[config.mk]
export PLATFORM = sky130hd
export DESIGN_NAME = ordered_list_engine_flat
export DESIGN_NICKNAME = d
export VERILOG_FILES = /design/src/hdl/ole_pkg.sv /design/src/hdl/ole_if.sv /design/src/hdl/ordered_list_engine.sv /design/src/hdl/ole_ctrl.sv /design/src/hdl/ole_dp.sv /design/src/flat_wrapper.sv
export SDC_FILE = /design/constraint.sdc
export NUM_CORES = 2
export LEC_CHECK = 0
export BUFFER_PORTS_ARGS = -buffer_cell sky130_fd_sc_hd__clkbuf_2
export CAP_MARGIN = 10
export CORE_MARGIN = 3
export CORE_UTILIZATION = 30
export CTS_BUF_LIST = sky130_fd_sc_hd__clkbuf_4 sky130_fd_sc_hd__clkbuf_8 sky130_fd_sc_hd__clkbuf_16
export DETAILED_ROUTE_END_ITERATION = 8
export PLACE_DENSITY_LB_ADDON = 0.25
export REMOVE_ABC_BUFFERS = 1
export SYNTH_ARGS = -nofsm -noshare
export SYNTH_HDL_FRONTEND = slang
export SYNTH_HIERARCHICAL = 1
export SYNTH_SLANG_ARGS = --single-unit
export TNS_END_PERCENT = 5
[constraint.sdc]
create_clock -name clock -period 7.09 [get_ports clock]
set_input_delay 1.418 -clock clock [delete_from_list [all_inputs] [get_ports clock]]
set_output_delay 1.418 -clock clock [all_outputs]
set_load 0.03 [all_outputs]
[src/hdl/ole_pkg.sv]
// Shared widths, codes and controller/datapath handshake types for the ordered list engine.
`default_nettype none

package ole_pkg;

   localparam int ACTION_W       = 4;
   localparam int VALUE_W        = 32;
   localparam int POSITION_W     = 7;
   localparam int STATUS_W       = 2;
   localparam int COUNT_W        = 7;
   localparam int DEF_CAPACITY   = 64;
   localparam int DEF_DATA_WIDTH = 32;

   typedef logic [ACTION_W-1:0] action_type;
   typedef logic [STATUS_W-1:0] status_type;

   localparam action_type ACT_ADD_HEAD  = 4'd0;
   localparam action_type ACT_ADD_TAIL  = 4'd1;
   localparam action_type ACT_INSERT_AT = 4'd2;
   localparam action_type ACT_REM_HEAD  = 4'd3;
   localparam action_type ACT_REM_TAIL  = 4'd4;
   localparam action_type ACT_REM_AT    = 4'd5;
   localparam action_type ACT_REM_VALUE = 4'd6;
   localparam action_type ACT_FIND      = 4'd7;
   localparam action_type ACT_CLEAR     = 4'd8;

   localparam status_type STAT_OK    = 2'd0;
   localparam status_type STAT_RANGE = 2'd1;
   localparam status_type STAT_EMPTY = 2'd2;
   localparam status_type STAT_FULL  = 2'd3;

   typedef logic [3:0] dp_op_type;

   localparam dp_op_type DP_NONE         = 4'd0;
   localparam dp_op_type DP_SET_RANGE    = 4'd1;
   localparam dp_op_type DP_SET_FULL     = 4'd2;
   localparam dp_op_type DP_SET_EMPTY    = 4'd3;
   localparam dp_op_type DP_CLEAR        = 4'd4;
   localparam dp_op_type DP_UP_SETUP     = 4'd5;
   localparam dp_op_type DP_SWEEP        = 4'd6;
   localparam dp_op_type DP_WRITE        = 4'd7;
   localparam dp_op_type DP_TAKE_RD      = 4'd8;
   localparam dp_op_type DP_TAKE_CAP     = 4'd9;
   localparam dp_op_type DP_SEARCH_SETUP = 4'd10;
   localparam dp_op_type DP_SEARCH       = 4'd11;
   localparam dp_op_type DP_RB_HEAD      = 4'd12;
   localparam dp_op_type DP_RB_TAIL      = 4'd13;
   localparam dp_op_type DP_RB_DONE      = 4'd14;
   localparam dp_op_type DP_LOAD         = 4'd15;

   typedef struct packed {
      logic      latch;
      dp_op_type op;
   } ole_cmd_type;

   typedef struct packed {
      logic is_add;
      logic is_rem_end;
      logic is_rem_at;
      logic is_search;
      logic is_rem_value;
      logic is_clear;
      logic ins_range;
      logic full;
      logic empty;
      logic rem_range;
      logic sweep_done;
      logic search_hit;
      logic out_free;
   } ole_sts_type;

endpackage

`default_nettype wire

[src/hdl/ole_if.sv]
// Request and response channel interfaces of the ordered list engine.
`default_nettype none

interface ole_req_if import ole_pkg::*; ();
   logic                  valid;
   logic                  ready;
   logic [ACTION_W-1:0]   action;
   logic [VALUE_W-1:0]    value;
   logic [POSITION_W-1:0] position;

   modport source (output valid, action, value, position, input ready);
   modport sink   (input valid, action, value, position, output ready);
endinterface

interface ole_rsp_if import ole_pkg::*; ();
   logic                       valid;
   logic                       ready;
   logic [STATUS_W-1:0]        status;
   logic [VALUE_W-1:0]         removed_value;
   logic                       found;
   logic signed [COUNT_W-1:0]  found_position;
   logic [COUNT_W-1:0]         count;
   logic [VALUE_W-1:0]         head_value;
   logic [VALUE_W-1:0]         tail_value;

   modport source (output valid, status, removed_value, found, found_position, count,
                   head_value, tail_value, input ready);
   modport sink   (input valid, status, removed_value, found, found_position, count,
                   head_value, tail_value, output ready);
endinterface

`default_nettype wire

[src/hdl/ordered_list_engine.sv]
// Top level of the ordered list engine: bounded ordered sequence with list operations.
//
// Usage: one request item on req_chan (action, value, position) gives exactly one
// response item on rsp_chan (status, removed value, search outcome, count, head and
// tail values after the request). Both channels use valid/ready; an item moves on a
// rising edge with both high.
// Requests are handled one at a time. A request is taken only while the engine is
// idle; the response is held in an output register, so the next request is taken
// while an earlier response still waits for rsp_chan.ready.
// Each request passes decode, then any memory sweep or search, then the head and tail
// read-back, before its response is loaded; sweeps and searches go one element at a
// time through the single read and single write port of the element memory.
// If the receiver stalls, the finished response waits in the engine until the
// output register is free.
// Reset (synchronous) empties the list and drops any pending response; the element
// memory is not cleared.
`default_nettype none

module ordered_list_engine
   import ole_pkg::*;
#(
   parameter int CAPACITY   = DEF_CAPACITY,
   parameter int DATA_WIDTH = DEF_DATA_WIDTH
) (
   input  wire logic clock,
   input  wire logic reset,
   ole_req_if.sink   req_chan,
   ole_rsp_if.source rsp_chan
);

   ole_cmd_type cmd;
   ole_sts_type sts;
   logic        ctrl_ready;

   assign req_chan.ready = ctrl_ready;

   ole_ctrl u_ctrl (
      .clock     (clock),
      .reset     (reset),
      .req_valid (req_chan.valid),
      .req_ready (ctrl_ready),
      .sts       (sts),
      .cmd       (cmd)
   );

   ole_dp #(
      .CAPACITY   (CAPACITY),
      .DATA_WIDTH (DATA_WIDTH)
   ) u_dp (
      .clock        (clock),
      .reset        (reset),
      .req_action   (req_chan.action),
      .req_value    (req_chan.value),
      .req_position (req_chan.position),
      .cmd          (cmd),
      .sts          (sts),
      .rsp_chan     (rsp_chan)
   );

endmodule

`default_nettype wire

[src/hdl/ole_ctrl.sv]
// Sequencing state machine of the ordered list engine.
`default_nettype none

module ole_ctrl
   import ole_pkg::*;
(
   input  wire logic        clock,
   input  wire logic        reset,
   input  wire logic        req_valid,
   output      logic        req_ready,
   input  wire ole_sts_type sts,
   output      ole_cmd_type cmd
);

   localparam logic [3:0] S_IDLE     = 4'd0;
   localparam logic [3:0] S_DECODE   = 4'd1;
   localparam logic [3:0] S_SWEEP_UP = 4'd2;
   localparam logic [3:0] S_WRITE    = 4'd3;
   localparam logic [3:0] S_TAKE     = 4'd4;
   localparam logic [3:0] S_TAKE_CAP = 4'd5;
   localparam logic [3:0] S_SWEEP_DN = 4'd6;
   localparam logic [3:0] S_SEARCH   = 4'd7;
   localparam logic [3:0] S_RB_HEAD  = 4'd8;
   localparam logic [3:0] S_RB_TAIL  = 4'd9;
   localparam logic [3:0] S_RB_DONE  = 4'd10;
   localparam logic [3:0] S_DONE     = 4'd11;

   logic [3:0] state_ff;
   logic [3:0] state_in;

   assign req_ready = (state_ff == S_IDLE);

   always_comb begin
      state_in  = state_ff;
      cmd.latch = 1'b0;
      cmd.op    = DP_NONE;
      unique case (state_ff)
         S_IDLE: begin
            if (req_valid) begin
               cmd.latch = 1'b1;
               state_in  = S_DECODE;
            end
         end
         S_DECODE: begin
            priority if (sts.is_add) begin
               priority if (sts.ins_range) begin
                  cmd.op   = DP_SET_RANGE;
                  state_in = S_RB_HEAD;
               end else if (sts.full) begin
                  cmd.op   = DP_SET_FULL;
                  state_in = S_RB_HEAD;
               end else begin
                  cmd.op   = DP_UP_SETUP;
                  state_in = S_SWEEP_UP;
               end
            end else if (sts.is_rem_end) begin
               if (sts.empty) begin
                  cmd.op   = DP_SET_EMPTY;
                  state_in = S_RB_HEAD;
               end else begin
                  state_in = S_TAKE;
               end
            end else if (sts.is_rem_at) begin
               if (sts.rem_range) begin
                  cmd.op   = DP_SET_RANGE;
                  state_in = S_RB_HEAD;
               end else begin
                  state_in = S_TAKE;
               end
            end else if (sts.is_search) begin
               cmd.op   = DP_SEARCH_SETUP;
               state_in = S_SEARCH;
            end else if (sts.is_clear) begin
               cmd.op   = DP_CLEAR;
               state_in = S_RB_HEAD;
            end else begin
               state_in = S_RB_HEAD;
            end
         end
         S_SWEEP_UP: begin
            cmd.op = DP_SWEEP;
            if (sts.sweep_done) begin
               state_in = S_WRITE;
            end
         end
         S_WRITE: begin
            cmd.op   = DP_WRITE;
            state_in = S_RB_HEAD;
         end
         S_TAKE: begin
            cmd.op   = DP_TAKE_RD;
            state_in = S_TAKE_CAP;
         end
         S_TAKE_CAP: begin
            cmd.op   = DP_TAKE_CAP;
            state_in = S_SWEEP_DN;
         end
         S_SWEEP_DN: begin
            cmd.op = DP_SWEEP;
            if (sts.sweep_done) begin
               state_in = S_RB_HEAD;
            end
         end
         S_SEARCH: begin
            cmd.op = DP_SEARCH;
            priority if (sts.search_hit) begin
               state_in = sts.is_rem_value ? S_TAKE : S_RB_HEAD;
            end else if (sts.sweep_done) begin
               state_in = S_RB_HEAD;
            end else begin
               state_in = S_SEARCH;
            end
         end
         S_RB_HEAD: begin
            cmd.op   = DP_RB_HEAD;
            state_in = S_RB_TAIL;
         end
         S_RB_TAIL: begin
            cmd.op   = DP_RB_TAIL;
            state_in = S_RB_DONE;
         end
         S_RB_DONE: begin
            cmd.op   = DP_RB_DONE;
            state_in = S_DONE;
         end
         S_DONE: begin
            if (sts.out_free) begin
               cmd.op   = DP_LOAD;
               state_in = S_IDLE;
            end
         end
         default: begin
            state_in = S_IDLE;
         end
      endcase
   end

   always_ff @(posedge clock) begin
      if (reset) begin
         state_ff <= S_IDLE;
      end else begin
         state_ff <= state_in;
      end
   end

endmodule

`default_nettype wire

[src/hdl/ole_dp.sv]
// Datapath of the ordered list engine: element memory, count, sweep counters, result register.
`default_nettype none

module ole_dp
   import ole_pkg::*;
#(
   parameter int CAPACITY   = DEF_CAPACITY,
   parameter int DATA_WIDTH = DEF_DATA_WIDTH
) (
   input  wire logic                  clock,
   input  wire logic                  reset,
   input  wire logic [ACTION_W-1:0]   req_action,
   input  wire logic [VALUE_W-1:0]    req_value,
   input  wire logic [POSITION_W-1:0] req_position,
   input  wire ole_cmd_type           cmd,
   output      ole_sts_type           sts,
   ole_rsp_if.source                  rsp_chan
);

   localparam int AW   = $clog2(CAPACITY);
   localparam int CW   = $clog2(CAPACITY + 1);
   localparam int CMPW = (CW > POSITION_W) ? CW : POSITION_W;

   logic [DATA_WIDTH-1:0] mem [CAPACITY];

   logic                  mem_we;
   logic [AW-1:0]         mem_waddr;
   logic [DATA_WIDTH-1:0] mem_wdata;
   logic [AW-1:0]         mem_raddr;
   logic [DATA_WIDTH-1:0] rdata_ff;

   action_type            act_ff, act_in;
   logic [DATA_WIDTH-1:0] val_ff, val_in;
   logic [POSITION_W-1:0] pos_ff, pos_in;
   logic [CW-1:0]         cnt_ff, cnt_in;
   logic [CW-1:0]         src_ff, src_in;
   logic [CW-1:0]         left_ff, left_in;
   logic [CW-1:0]         tgt_ff, tgt_in;
   logic                  up_ff, up_in;
   logic                  pend_ff, pend_in;
   logic [AW-1:0]         pend_addr_ff, pend_addr_in;
   status_type            status_ff, status_in;
   logic [DATA_WIDTH-1:0] removed_ff, removed_in;
   logic                  found_ff, found_in;
   logic [AW-1:0]         hit_pos_ff, hit_pos_in;
   logic [DATA_WIDTH-1:0] head_ff, head_in;
   logic [DATA_WIDTH-1:0] tail_ff, tail_in;

   logic                      rsp_valid_ff, rsp_valid_in;
   status_type                rsp_status_ff, rsp_status_in;
   logic [VALUE_W-1:0]        rsp_removed_ff, rsp_removed_in;
   logic                      rsp_found_ff, rsp_found_in;
   logic [COUNT_W-1:0]        rsp_fpos_ff, rsp_fpos_in;
   logic [COUNT_W-1:0]        rsp_count_ff, rsp_count_in;
   logic [VALUE_W-1:0]        rsp_head_ff, rsp_head_in;
   logic [VALUE_W-1:0]        rsp_tail_ff, rsp_tail_in;

   logic [63:0]     req_value_wide;
   logic [63:0]     removed_wide;
   logic [63:0]     head_wide;
   logic [63:0]     tail_wide;
   logic [63:0]     hit_pos_wide;
   logic [63:0]     cnt_wide;
   logic [CMPW-1:0] pos_x;
   logic [CMPW-1:0] cnt_x;
   logic [CW-1:0]   pos_cw;
   logic [CW-1:0]   cnt_m1;
   logic [CW-1:0]   ins_tgt;
   logic [CW-1:0]   rem_tgt;
   logic [CW-1:0]   src_p1;
   logic [CW-1:0]   src_m1;
   logic            cnt_zero;

   // value arrives 32 bits wide; keep its low DATA_WIDTH bits
   assign req_value_wide = {32'b0, req_value};
   assign removed_wide   = 64'(removed_ff);
   assign head_wide      = 64'(head_ff);
   assign tail_wide      = 64'(tail_ff);
   assign hit_pos_wide   = 64'(hit_pos_ff);
   assign cnt_wide       = 64'(cnt_ff);

   assign pos_x    = CMPW'(pos_ff);
   assign cnt_x    = CMPW'(cnt_ff);
   assign pos_cw   = pos_x[CW-1:0];
   assign cnt_m1   = cnt_ff - 1'b1;
   assign src_p1   = src_ff + 1'b1;
   assign src_m1   = src_ff - 1'b1;
   assign cnt_zero = (cnt_ff == '0);

   always_comb begin
      priority if (act_ff == ACT_ADD_HEAD) begin
         ins_tgt = '0;
      end else if (act_ff == ACT_ADD_TAIL) begin
         ins_tgt = cnt_ff;
      end else begin
         ins_tgt = pos_cw;
      end
   end

   always_comb begin
      priority if (act_ff == ACT_REM_HEAD) begin
         rem_tgt = '0;
      end else if (act_ff == ACT_REM_TAIL) begin
         rem_tgt = cnt_m1;
      end else if (act_ff == ACT_REM_AT) begin
         rem_tgt = pos_cw;
      end else begin
         rem_tgt = CW'(hit_pos_ff);
      end
   end

   assign sts.is_add       = (act_ff == ACT_ADD_HEAD) || (act_ff == ACT_ADD_TAIL) ||
                             (act_ff == ACT_INSERT_AT);
   assign sts.is_rem_end   = (act_ff == ACT_REM_HEAD) || (act_ff == ACT_REM_TAIL);
   assign sts.is_rem_at    = (act_ff == ACT_REM_AT);
   assign sts.is_search    = (act_ff == ACT_REM_VALUE) || (act_ff == ACT_FIND);
   assign sts.is_rem_value = (act_ff == ACT_REM_VALUE);
   assign sts.is_clear     = (act_ff == ACT_CLEAR);
   assign sts.ins_range    = (act_ff == ACT_INSERT_AT) && (pos_x > cnt_x);
   assign sts.full         = (cnt_ff == CW'(CAPACITY));
   assign sts.empty        = cnt_zero;
   assign sts.rem_range    = (pos_x >= cnt_x);
   assign sts.sweep_done   = (left_ff == '0) && !pend_ff;
   assign sts.search_hit   = pend_ff && (rdata_ff == val_ff);
   assign sts.out_free     = !rsp_valid_ff || rsp_chan.ready;

   always_comb begin
      act_in         = act_ff;
      val_in         = val_ff;
      pos_in         = pos_ff;
      cnt_in         = cnt_ff;
      src_in         = src_ff;
      left_in        = left_ff;
      tgt_in         = tgt_ff;
      up_in          = up_ff;
      pend_in        = pend_ff;
      pend_addr_in   = pend_addr_ff;
      status_in      = status_ff;
      removed_in     = removed_ff;
      found_in       = found_ff;
      hit_pos_in     = hit_pos_ff;
      head_in        = head_ff;
      tail_in        = tail_ff;
      rsp_valid_in   = rsp_valid_ff && !rsp_chan.ready;
      rsp_status_in  = rsp_status_ff;
      rsp_removed_in = rsp_removed_ff;
      rsp_found_in   = rsp_found_ff;
      rsp_fpos_in    = rsp_fpos_ff;
      rsp_count_in   = rsp_count_ff;
      rsp_head_in    = rsp_head_ff;
      rsp_tail_in    = rsp_tail_ff;
      mem_we         = 1'b0;
      mem_waddr      = '0;
      mem_wdata      = rdata_ff;
      mem_raddr      = '0;

      if (cmd.latch) begin
         act_in     = req_action;
         val_in     = req_value_wide[DATA_WIDTH-1:0];
         pos_in     = req_position;
         status_in  = STAT_OK;
         removed_in = '0;
         found_in   = 1'b0;
      end

      unique case (cmd.op)
         DP_NONE: begin
         end
         DP_SET_RANGE: begin
            status_in = STAT_RANGE;
         end
         DP_SET_FULL: begin
            status_in = STAT_FULL;
         end
         DP_SET_EMPTY: begin
            status_in = STAT_EMPTY;
         end
         DP_CLEAR: begin
            cnt_in = '0;
         end
         DP_UP_SETUP: begin
            tgt_in  = ins_tgt;
            src_in  = cnt_m1;
            left_in = cnt_ff - ins_tgt;
            up_in   = 1'b1;
            pend_in = 1'b0;
         end
         DP_SWEEP: begin
            // read one slot, write it to its neighbour in the next cycle
            if (pend_ff) begin
               mem_we    = 1'b1;
               mem_waddr = pend_addr_ff;
               mem_wdata = rdata_ff;
            end
            if (left_ff != '0) begin
               mem_raddr    = src_ff[AW-1:0];
               pend_in      = 1'b1;
               pend_addr_in = up_ff ? src_p1[AW-1:0] : src_m1[AW-1:0];
               src_in       = up_ff ? src_m1 : src_p1;
               left_in      = left_ff - 1'b1;
            end else begin
               pend_in = 1'b0;
            end
         end
         DP_WRITE: begin
            mem_we    = 1'b1;
            mem_waddr = tgt_ff[AW-1:0];
            mem_wdata = val_ff;
            cnt_in    = cnt_ff + 1'b1;
         end
         DP_TAKE_RD: begin
            tgt_in    = rem_tgt;
            mem_raddr = rem_tgt[AW-1:0];
         end
         DP_TAKE_CAP: begin
            removed_in = rdata_ff;
            src_in     = tgt_ff + 1'b1;
            left_in    = cnt_m1 - tgt_ff;
            up_in      = 1'b0;
            pend_in    = 1'b0;
            cnt_in     = cnt_m1;
         end
         DP_SEARCH_SETUP: begin
            src_in  = '0;
            left_in = cnt_ff;
            pend_in = 1'b0;
         end
         DP_SEARCH: begin
            priority if (sts.search_hit) begin
               found_in   = 1'b1;
               hit_pos_in = pend_addr_ff;
               pend_in    = 1'b0;
            end else if (left_ff != '0) begin
               mem_raddr    = src_ff[AW-1:0];
               pend_in      = 1'b1;
               pend_addr_in = src_ff[AW-1:0];
               src_in       = src_p1;
               left_in      = left_ff - 1'b1;
            end else begin
               pend_in = 1'b0;
            end
         end
         DP_RB_HEAD: begin
            mem_raddr = '0;
         end
         DP_RB_TAIL: begin
            head_in   = cnt_zero ? '0 : rdata_ff;
            mem_raddr = cnt_zero ? '0 : cnt_m1[AW-1:0];
         end
         DP_RB_DONE: begin
            tail_in = cnt_zero ? '0 : rdata_ff;
         end
         DP_LOAD: begin
            rsp_valid_in   = 1'b1;
            rsp_status_in  = status_ff;
            rsp_removed_in = removed_wide[VALUE_W-1:0];
            rsp_found_in   = found_ff;
            rsp_fpos_in    = found_ff ? hit_pos_wide[COUNT_W-1:0] : '1;
            rsp_count_in   = cnt_wide[COUNT_W-1:0];
            rsp_head_in    = head_wide[VALUE_W-1:0];
            rsp_tail_in    = tail_wide[VALUE_W-1:0];
         end
         default: begin
         end
      endcase
   end

   always_ff @(posedge clock) begin
      if (mem_we) begin
         mem[mem_waddr] <= mem_wdata;
      end
      rdata_ff <= mem[mem_raddr];
   end

   always_ff @(posedge clock) begin
      if (reset) begin
         cnt_ff       <= '0;
         pend_ff      <= 1'b0;
         left_ff      <= '0;
         found_ff     <= 1'b0;
         rsp_valid_ff <= 1'b0;
      end else begin
         cnt_ff       <= cnt_in;
         pend_ff      <= pend_in;
         left_ff      <= left_in;
         found_ff     <= found_in;
         rsp_valid_ff <= rsp_valid_in;
      end
      act_ff         <= act_in;
      val_ff         <= val_in;
      pos_ff         <= pos_in;
      src_ff         <= src_in;
      tgt_ff         <= tgt_in;
      up_ff          <= up_in;
      pend_addr_ff   <= pend_addr_in;
      status_ff      <= status_in;
      removed_ff     <= removed_in;
      hit_pos_ff     <= hit_pos_in;
      head_ff        <= head_in;
      tail_ff        <= tail_in;
      rsp_status_ff  <= rsp_status_in;
      rsp_removed_ff <= rsp_removed_in;
      rsp_found_ff   <= rsp_found_in;
      rsp_fpos_ff    <= rsp_fpos_in;
      rsp_count_ff   <= rsp_count_in;
      rsp_head_ff    <= rsp_head_in;
      rsp_tail_ff    <= rsp_tail_in;
   end

   assign rsp_chan.valid          = rsp_valid_ff;
   assign rsp_chan.status         = rsp_status_ff;
   assign rsp_chan.removed_value  = rsp_removed_ff;
   assign rsp_chan.found          = rsp_found_ff;
   assign rsp_chan.found_position = rsp_fpos_ff;
   assign rsp_chan.count          = rsp_count_ff;
   assign rsp_chan.head_value     = rsp_head_ff;
   assign rsp_chan.tail_value     = rsp_tail_ff;

`ifndef SYNTHESIS
   a_count_bound: assert property (@(posedge clock) disable iff (reset)
      cnt_ff <= CW'(CAPACITY))
      else $error("element count above capacity");

   a_sweep_no_alias: assert property (@(posedge clock) disable iff (reset)
      (cmd.op == DP_SWEEP && mem_we && left_ff != '0) |-> mem_waddr != mem_raddr)
      else $error("sweep writes the slot it reads");

   a_load_free: assert property (@(posedge clock) disable iff (reset)
      (cmd.op == DP_LOAD) |-> (!rsp_valid_ff || rsp_chan.ready))
      else $error("result item overwritten before it was taken");

   a_load_valid: assert property (@(posedge clock) disable iff (reset)
      (cmd.op == DP_LOAD) |=> rsp_valid_ff)
      else $error("loaded result item not presented");

   a_write_grows: assert property (@(posedge clock) disable iff (reset)
      (cmd.op == DP_WRITE) |-> (cnt_ff != CW'(CAPACITY)))
      else $error("element added to a full list");
`endif

endmodule

`default_nettype wire
[src/flat_wrapper.sv]
// flat-port wrapper written by rule: the top's interface ports become plain ports
module ordered_list_engine_flat import ole_pkg::*;
#(
   parameter int CAPACITY   = DEF_CAPACITY,
   parameter int DATA_WIDTH = DEF_DATA_WIDTH
)
  (clock, reset, req_chan_valid, req_chan_action, req_chan_value, req_chan_position, req_chan_ready, rsp_chan_valid, rsp_chan_status, rsp_chan_removed_value, rsp_chan_found, rsp_chan_found_position, rsp_chan_count, rsp_chan_head_value, rsp_chan_tail_value, rsp_chan_ready);
  ole_req_if req_chan_i ();
  ole_rsp_if rsp_chan_i ();
  input  wire logic clock;
  input  wire logic reset;
  input wire logic [$bits(req_chan_i.valid)-1:0] req_chan_valid;
  input wire logic [$bits(req_chan_i.action)-1:0] req_chan_action;
  input wire logic [$bits(req_chan_i.value)-1:0] req_chan_value;
  input wire logic [$bits(req_chan_i.position)-1:0] req_chan_position;
  output wire logic [$bits(req_chan_i.ready)-1:0] req_chan_ready;
  output wire logic [$bits(rsp_chan_i.valid)-1:0] rsp_chan_valid;
  output wire logic [$bits(rsp_chan_i.status)-1:0] rsp_chan_status;
  output wire logic [$bits(rsp_chan_i.removed_value)-1:0] rsp_chan_removed_value;
  output wire logic [$bits(rsp_chan_i.found)-1:0] rsp_chan_found;
  output wire logic [$bits(rsp_chan_i.found_position)-1:0] rsp_chan_found_position;
  output wire logic [$bits(rsp_chan_i.count)-1:0] rsp_chan_count;
  output wire logic [$bits(rsp_chan_i.head_value)-1:0] rsp_chan_head_value;
  output wire logic [$bits(rsp_chan_i.tail_value)-1:0] rsp_chan_tail_value;
  input wire logic [$bits(rsp_chan_i.ready)-1:0] rsp_chan_ready;
  assign req_chan_i.valid = req_chan_valid;
  assign req_chan_i.action = req_chan_action;
  assign req_chan_i.value = req_chan_value;
  assign req_chan_i.position = req_chan_position;
  assign req_chan_ready = req_chan_i.ready;
  assign rsp_chan_valid = rsp_chan_i.valid;
  assign rsp_chan_status = rsp_chan_i.status;
  assign rsp_chan_removed_value = rsp_chan_i.removed_value;
  assign rsp_chan_found = rsp_chan_i.found;
  assign rsp_chan_found_position = rsp_chan_i.found_position;
  assign rsp_chan_count = rsp_chan_i.count;
  assign rsp_chan_head_value = rsp_chan_i.head_value;
  assign rsp_chan_tail_value = rsp_chan_i.tail_value;
  assign rsp_chan_i.ready = rsp_chan_ready;
  ordered_list_engine #(.CAPACITY(CAPACITY), .DATA_WIDTH(DATA_WIDTH)) u_core (.clock(clock), .reset(reset), .req_chan(req_chan_i), .rsp_chan(rsp_chan_i));
endmodule
# Word level (Yosys, flattened, before mapping)
# Memories as Yosys holds them, arrays and structs flattened. A register that Yosys moved wholly into a read port is not among the register bits.
# Index checks and enable logic that the tools add are counted.
[totals]
ff_bits = 302
latchBits = 0
ram_bits = 2048
romBits = 0
inputBits = 47
out_inout_bits = 115
memories = 1
[op_classes]
add_sub_neg = 8
n_mul = 0
div_mod_pow = 0
n_lt_le_gt_ge = 2
n_eq_ne = 42
shift = 0
n_mux = 74
bitwise_logic = 0
reduce_logical = 32
[memory_table]
columns = ["memory", "words", "width", "read_ports", "rd_clocked_by_memory_dff", "write_ports", "line", "rtl"]
rows = [
  ["u_core.u_dp.mem", 64, 32, 1, 1, 1, "ole_dp.sv:24", "logic [DATA_WIDTH-1:0] mem [CAPACITY];"],
]
[ops]
columns = ["operator", "n"]
rows = [
  ["2-to-1 mux 32 bit", 4],
  ["2-to-1 mux 7 bit", 12],
  ["2-to-1 mux 4 bit", 20],
  ["one-hot mux 7 bit (5 select lines)", 2],
  ["equality test 4 x 3 -> 1 bit (second input constant)", 12],
  ["equality test 4 bit (second input constant)", 12],
  ["2-to-1 mux 6 bit", 8],
  ["one-hot mux 4 bit (12 select lines)", 1],
  ["one-hot mux 4 bit (10 select lines)", 1],
  ["equality test 32 bit", 1],
  ["equality test 4 x 2 -> 1 bit (second input constant)", 6],
  ["one-hot mux 6 bit (2 select lines)", 2],
  ["one-hot mux 6 bit (4 select lines)", 1],
  ["adder 7 x 1 -> 7 bit (second input constant)", 3],
  ["one-hot mux 7 bit (3 select lines)", 1],
  ["subtractor 7 x 1 -> 7 bit (second input constant)", 3],
  ["logical NOT 7 bit", 2],
  ["one-hot mux 7 bit (2 select lines)", 1],
  ["subtractor 7 bit", 2],
  ["equality test 4 x 1 -> 1 bit (second input constant)", 3],
  ["2-to-1 mux 1 bit", 12],
  ["AND reduction 4 bit", 3],
  ["2-to-1 mux 3 bit", 3],
  ["logical NOT 4 bit", 2],
  ["other kinds (20)", 41],
]

# Longest topological paths before layout
[logic_depth]
ltp_word = 11
ltp_mapped = 31
ltp_nobuf = 26

# Cells and area by module
# The synthesis kept the hierarchy.
[by_module_without_submodules]
columns = ["mod", "instances", "cells_each", "area_per_inst_um2", "seq_area_each_um2"]
rows = [
  ["ole_dp", 1, 6605, 94727.1, 70888.0],
  ["ole_ctrl", 1, 86, 584.3, 80.1],
]

# Least setup slack after synthesis
# OpenSTA, ideal clock, no wires.
[synth_path]
kind = "flip-flop to flip-flop"
start = "register u_core.u_dp.cnt_ff[1]"
end = "memory u_core/u_dp/mem[0][16] in the netlist's numbering, data pin"
setup_time_ns = 0.702
arrival_ns = 6.072
setup_slack_ns = 0.316
stages_incl_launch_ff = 20
path_cell_list = "dfxtp_1 inv_1 ha_1 nor2b_1 o21ai_0 nand2b_1 a21oi_1 nor2b_1 o21ai_0 nand2b_1 a21oi_1 nor4_1 or3b_2 a21boi_0 o21ai_0 buf_2 nor2b_1 nand3_1 clkbuf_1 o21ai_0"
[synth_rtl]
columns = ["item", "line", "rtl"]
rows = [
  ["start: declaration", "ole_dp.sv:35", "logic [CW-1:0] cnt_ff, cnt_in;"],
  ["start signal: assignment", "ole_dp.sv:283", "cnt_ff <= cnt_in;"],
  ["end: declaration", "ole_dp.sv:24", ""],
]

==> reports/qor.yml <==
power:
  finalPower_mw: 47.24
  ir_worst_vdd_v: 0.0002963
  p_leak_nw: 38.62
  powerDensity_nw_per_um2: 419.3
detailed_routing:
  first_iter_violations: 6361
  via_count: 59413
  viasPerCell: 5.174
  antenna_left: 0
  wl_mm: 304.8
  drc: 0
  dr.pass1.iters: 6
  detail_route.wl_per_cell_um: 26.54
cts:
  cts.sinks: 2381
  cts_buffers: 246
  ctsLongestPathBuffers: 4
  cts_root_buf: "clkbuf_16"
  insertion_delay_ns: 0.92
  cts_tree: "yes"
  clk_pin_slew_ns: 0.06
  h-tree-depth: 4
timing:
  holdWs_ns: 0.4142
  grt_setup_unrepaired: "true"
  hold_viol: 0
  period_share_pct: 92.46
  slew-limit-headroom_pct: 21.86
  drv_slew: 0
  fin_setup_tns_ns: 0
  fin_crit_ns: 6.556
  finalSetupViolations: 0
  fmax_mhz: 152.5
  clock_skew_ns: 0.05780
  worstMarginPinSlew_ns: 1.168
worst_setup_path:
  crit_type: "reg2reg"
  r2r-end: "u_core/u_dp/rdata_ff[12]"
  slowest_stage: "or4_1"
  reg2reg_depth: 28
  reg2reg_slack_ns: 0.53
  cp.required_ns: 7.91
  r2r_start: "u_core/u_dp/cnt_ff[1]"
  path_max_fanout: 30
  critPathMaxStageDelay_ns: 0.78
  worstSetupEndpointType: "register"
  worstPathArrival_ns: 7.37
  start_kind: "register"
synth:
  syn_area_sq_um: 95310
  synth-seq-cells: 2381
  ys_async_sr_fraction_pct: 0
  synth_edf_count: 2328
  yosysWarnings: 6
  avgSynthCellArea_sq_um: 14.24
  synth_cells: 6691
  netlist-cell-type-count: 86
  synthFlopType: "edfxtp_1"
  seq_area_frac_synth_pct: 74.46
die:
  die_w_um: 569.7
  row_count: 206
  die_area_sq_um: 324500
  initial_utilization_pct: 30.21
  num_io_pins: 162
  die_h_um: 569.7
  fp.coreArea_sq_um: 315500
finish:
  drive_gt1_share_pct: 16.37
  fillerInstances: 30184
  instances_no_fill: 11484
  layout_common_cells: "edfxtp_1, nand2_1, mux2i_1, nand3_1, buf_4"
  multi_input_area_sq_um: 22990
  design_area_sq_um: 112700
  layout_commonest_cell: "edfxtp_1"
  nNetsFinal: 7193
  area_growth_pct: 18.21
  regArea_sq_um: 70970
grt:
  grt_pass1_vias: 56668
  grt_first_pass_wirelength_mm: 432.4
  grt_max_degree: 130
  antenna_found_initial: 15
  grt-ovfl-total: 0
  grt.total_usage_pct: 18.27
place:
  hpwl_mm: 189.0
  place_congestion: 0.8643
  place_area_sq_um: 104300
  dp.cells: 11026
  port_buffers: 161
hold_path:
  hold_path_end: "u_core/u_dp/rsp_chan.tail_value[18]"
  hold_path_class: "reg2reg"
  hold_depth: 0
  hp-start: "u_core/u_dp/tail_ff[18]"
job:
  drv_cap: 0
outcome:
  status: "finished, final reports clean"
==> cell usage after synthesis (all sizes together) (4+ instances only) <==
master  instances  area, sq um
buf           235         1304
or2             4        25.03
and3          259         1620
o22ai          77        488.0
nor2b          13        81.33
nand2b         36        225.2
o211ai         12        95.09
xnor2          32        280.3
a21oi         179        895.9
nand4           9        62.56
a32o            4        40.04
clkbuf        180        683.2
a31oi          51        319.1
inv            38        142.6
nor3           28        161.4
nor4b           4        65.07
nor2          132        498.0
ha             26        325.3
or4            28        214.0
o31ai          12        90.09
a21boi          4        30.03
mux2           42        473.0
mux2i         408         4084
o221ai         10        87.58
a221oi          8        82.58
edfxtp       2328        69910
xor2           33        289.0
a211oi         85        638.1
a311oi         92        805.8
nand3         377         1887
nor4           65        406.6
and2           42        262.8
dfxtp          53         1061
o21ai          47        242.7
a22oi          11        82.58
o32ai          63        551.8
a311o          29        290.3
a21o           13        105.1
nand2        1568         5896
o21a            4        30.03
==> worst max path at each step <==
stage	start	endpoint	slack, ns	cells past startpoint
floorplan	u_core/u_dp/act_ff[1]	u_core/u_dp/rdata_ff[5]	-43.74	14
global placement	u_core/u_dp/cnt_ff[1]	u_core/u_dp/rdata_ff[19]	-0.1	25
detailed placement	u_core/u_dp/cnt_ff[1]	u_core/u_dp/rdata_ff[19]	0.24	28
CTS	u_core/u_dp/cnt_ff[1]	u_core/u_dp/rdata_ff[19]	0.26	28
global route	u_core/u_dp/cnt_ff[1]	u_core/u_dp/rdata_ff[8]	-0.007	27
finish	u_core/u_dp/cnt_ff[1]	u_core/u_dp/rdata_ff[12]	0.53	28
==> sequential cells by signal (all words and copies together), names as in the netlist, 32 cells and up <==
name                                flops
u_core/u_dp/head_ff                    32
u_core/u_dp/mem                      2048
u_core/u_dp/rdata_ff                   32
u_core/u_dp/removed_ff                 32
u_core/u_dp/rsp_chan.head_value        32
u_core/u_dp/rsp_chan.removed_value     32
u_core/u_dp/rsp_chan.tail_value        32
u_core/u_dp/tail_ff                    32
u_core/u_dp/val_ff                     32
==> per-stage QoR <==
stage	utilization, %	setup WS [ns]
after floorplan	-	-43.74
after global placement	33.06	-0.09563
after detailed placement	33.06	0.2427
after CTS	35.68	0.2560
after global routing	35.71	-0.007173
final	35.71	0.5345
==> repair_timing <==
| action | CTS | global route |
|---|---|---|
| gates resized for setup | 0 | 7 |
| hold buffers | 0 | 0 |
| setup endpoints to repair | 0 | 24 |
| endpoints found under the hold margin | 0 | 0 |
| buffers inserted | 0 | 4 |
==> kinds of logic (layout without fill, tap and decap cells) <==
| kind of cell | count (synthesis) | in the layout | synth area share, % |
|---|---|---|---|
| buffers and inverters | 453 | 1080 | 2.234 |
| DFF | 2381 | 2381 | 74.46 |
| other | 0 | 6 | 0 |
| adders and majority gates | 28 | 28 | 0.3833 |
| AOI/OAI and AO/OA | 732 | 732 | 5.423 |
| xor gates and xnor gates | 65 | 65 | 0.5973 |
| muxes | 450 | 450 | 4.781 |
| and+or+nand+nor | 2582 | 2582 | 12.12 |
==> cell type report <==
class | instances | share of cell area [%]
diodes | 6 | 0.01333
clock buffers | 299 | 5.888
clock inverters | 149 | 1.448
inverters | 38 | 0.1288
multi-input cells | 3857 | 20.41
flip-flops and latches | 2381 | 62.99
well taps | 4160 | 4.620
repair buffers | 594 | 4.503
==> layer usage <==
metal,global-route usage [%],wire [um]
met1,26.10,133800
met2,28.83,139700
met3,2.249,21050
met4,5.993,10290
met5,0,21
==> report_power, final <==
part / total [mW] / switching (mW) / internal, mW
combinational: 15.3 / 10.7 / 4.63
sequential: 18.6 / 0.684 / 18.0
clock: 13.3 / 5.49 / 7.77
==> critical path, delay by kind of cell, from the launching register on <==
kind / cells / cell delay (ns)
buffers and inverters: 5 / 0.92
DFF: 1 / 0.33
adders and majority gates: 1 / 0.34
and+or+nand+nor: 10 / 2.00
AOI/OAI and AO/OA: 12 / 2.80
No activity file was read; power rests on OpenSTA's default activity.
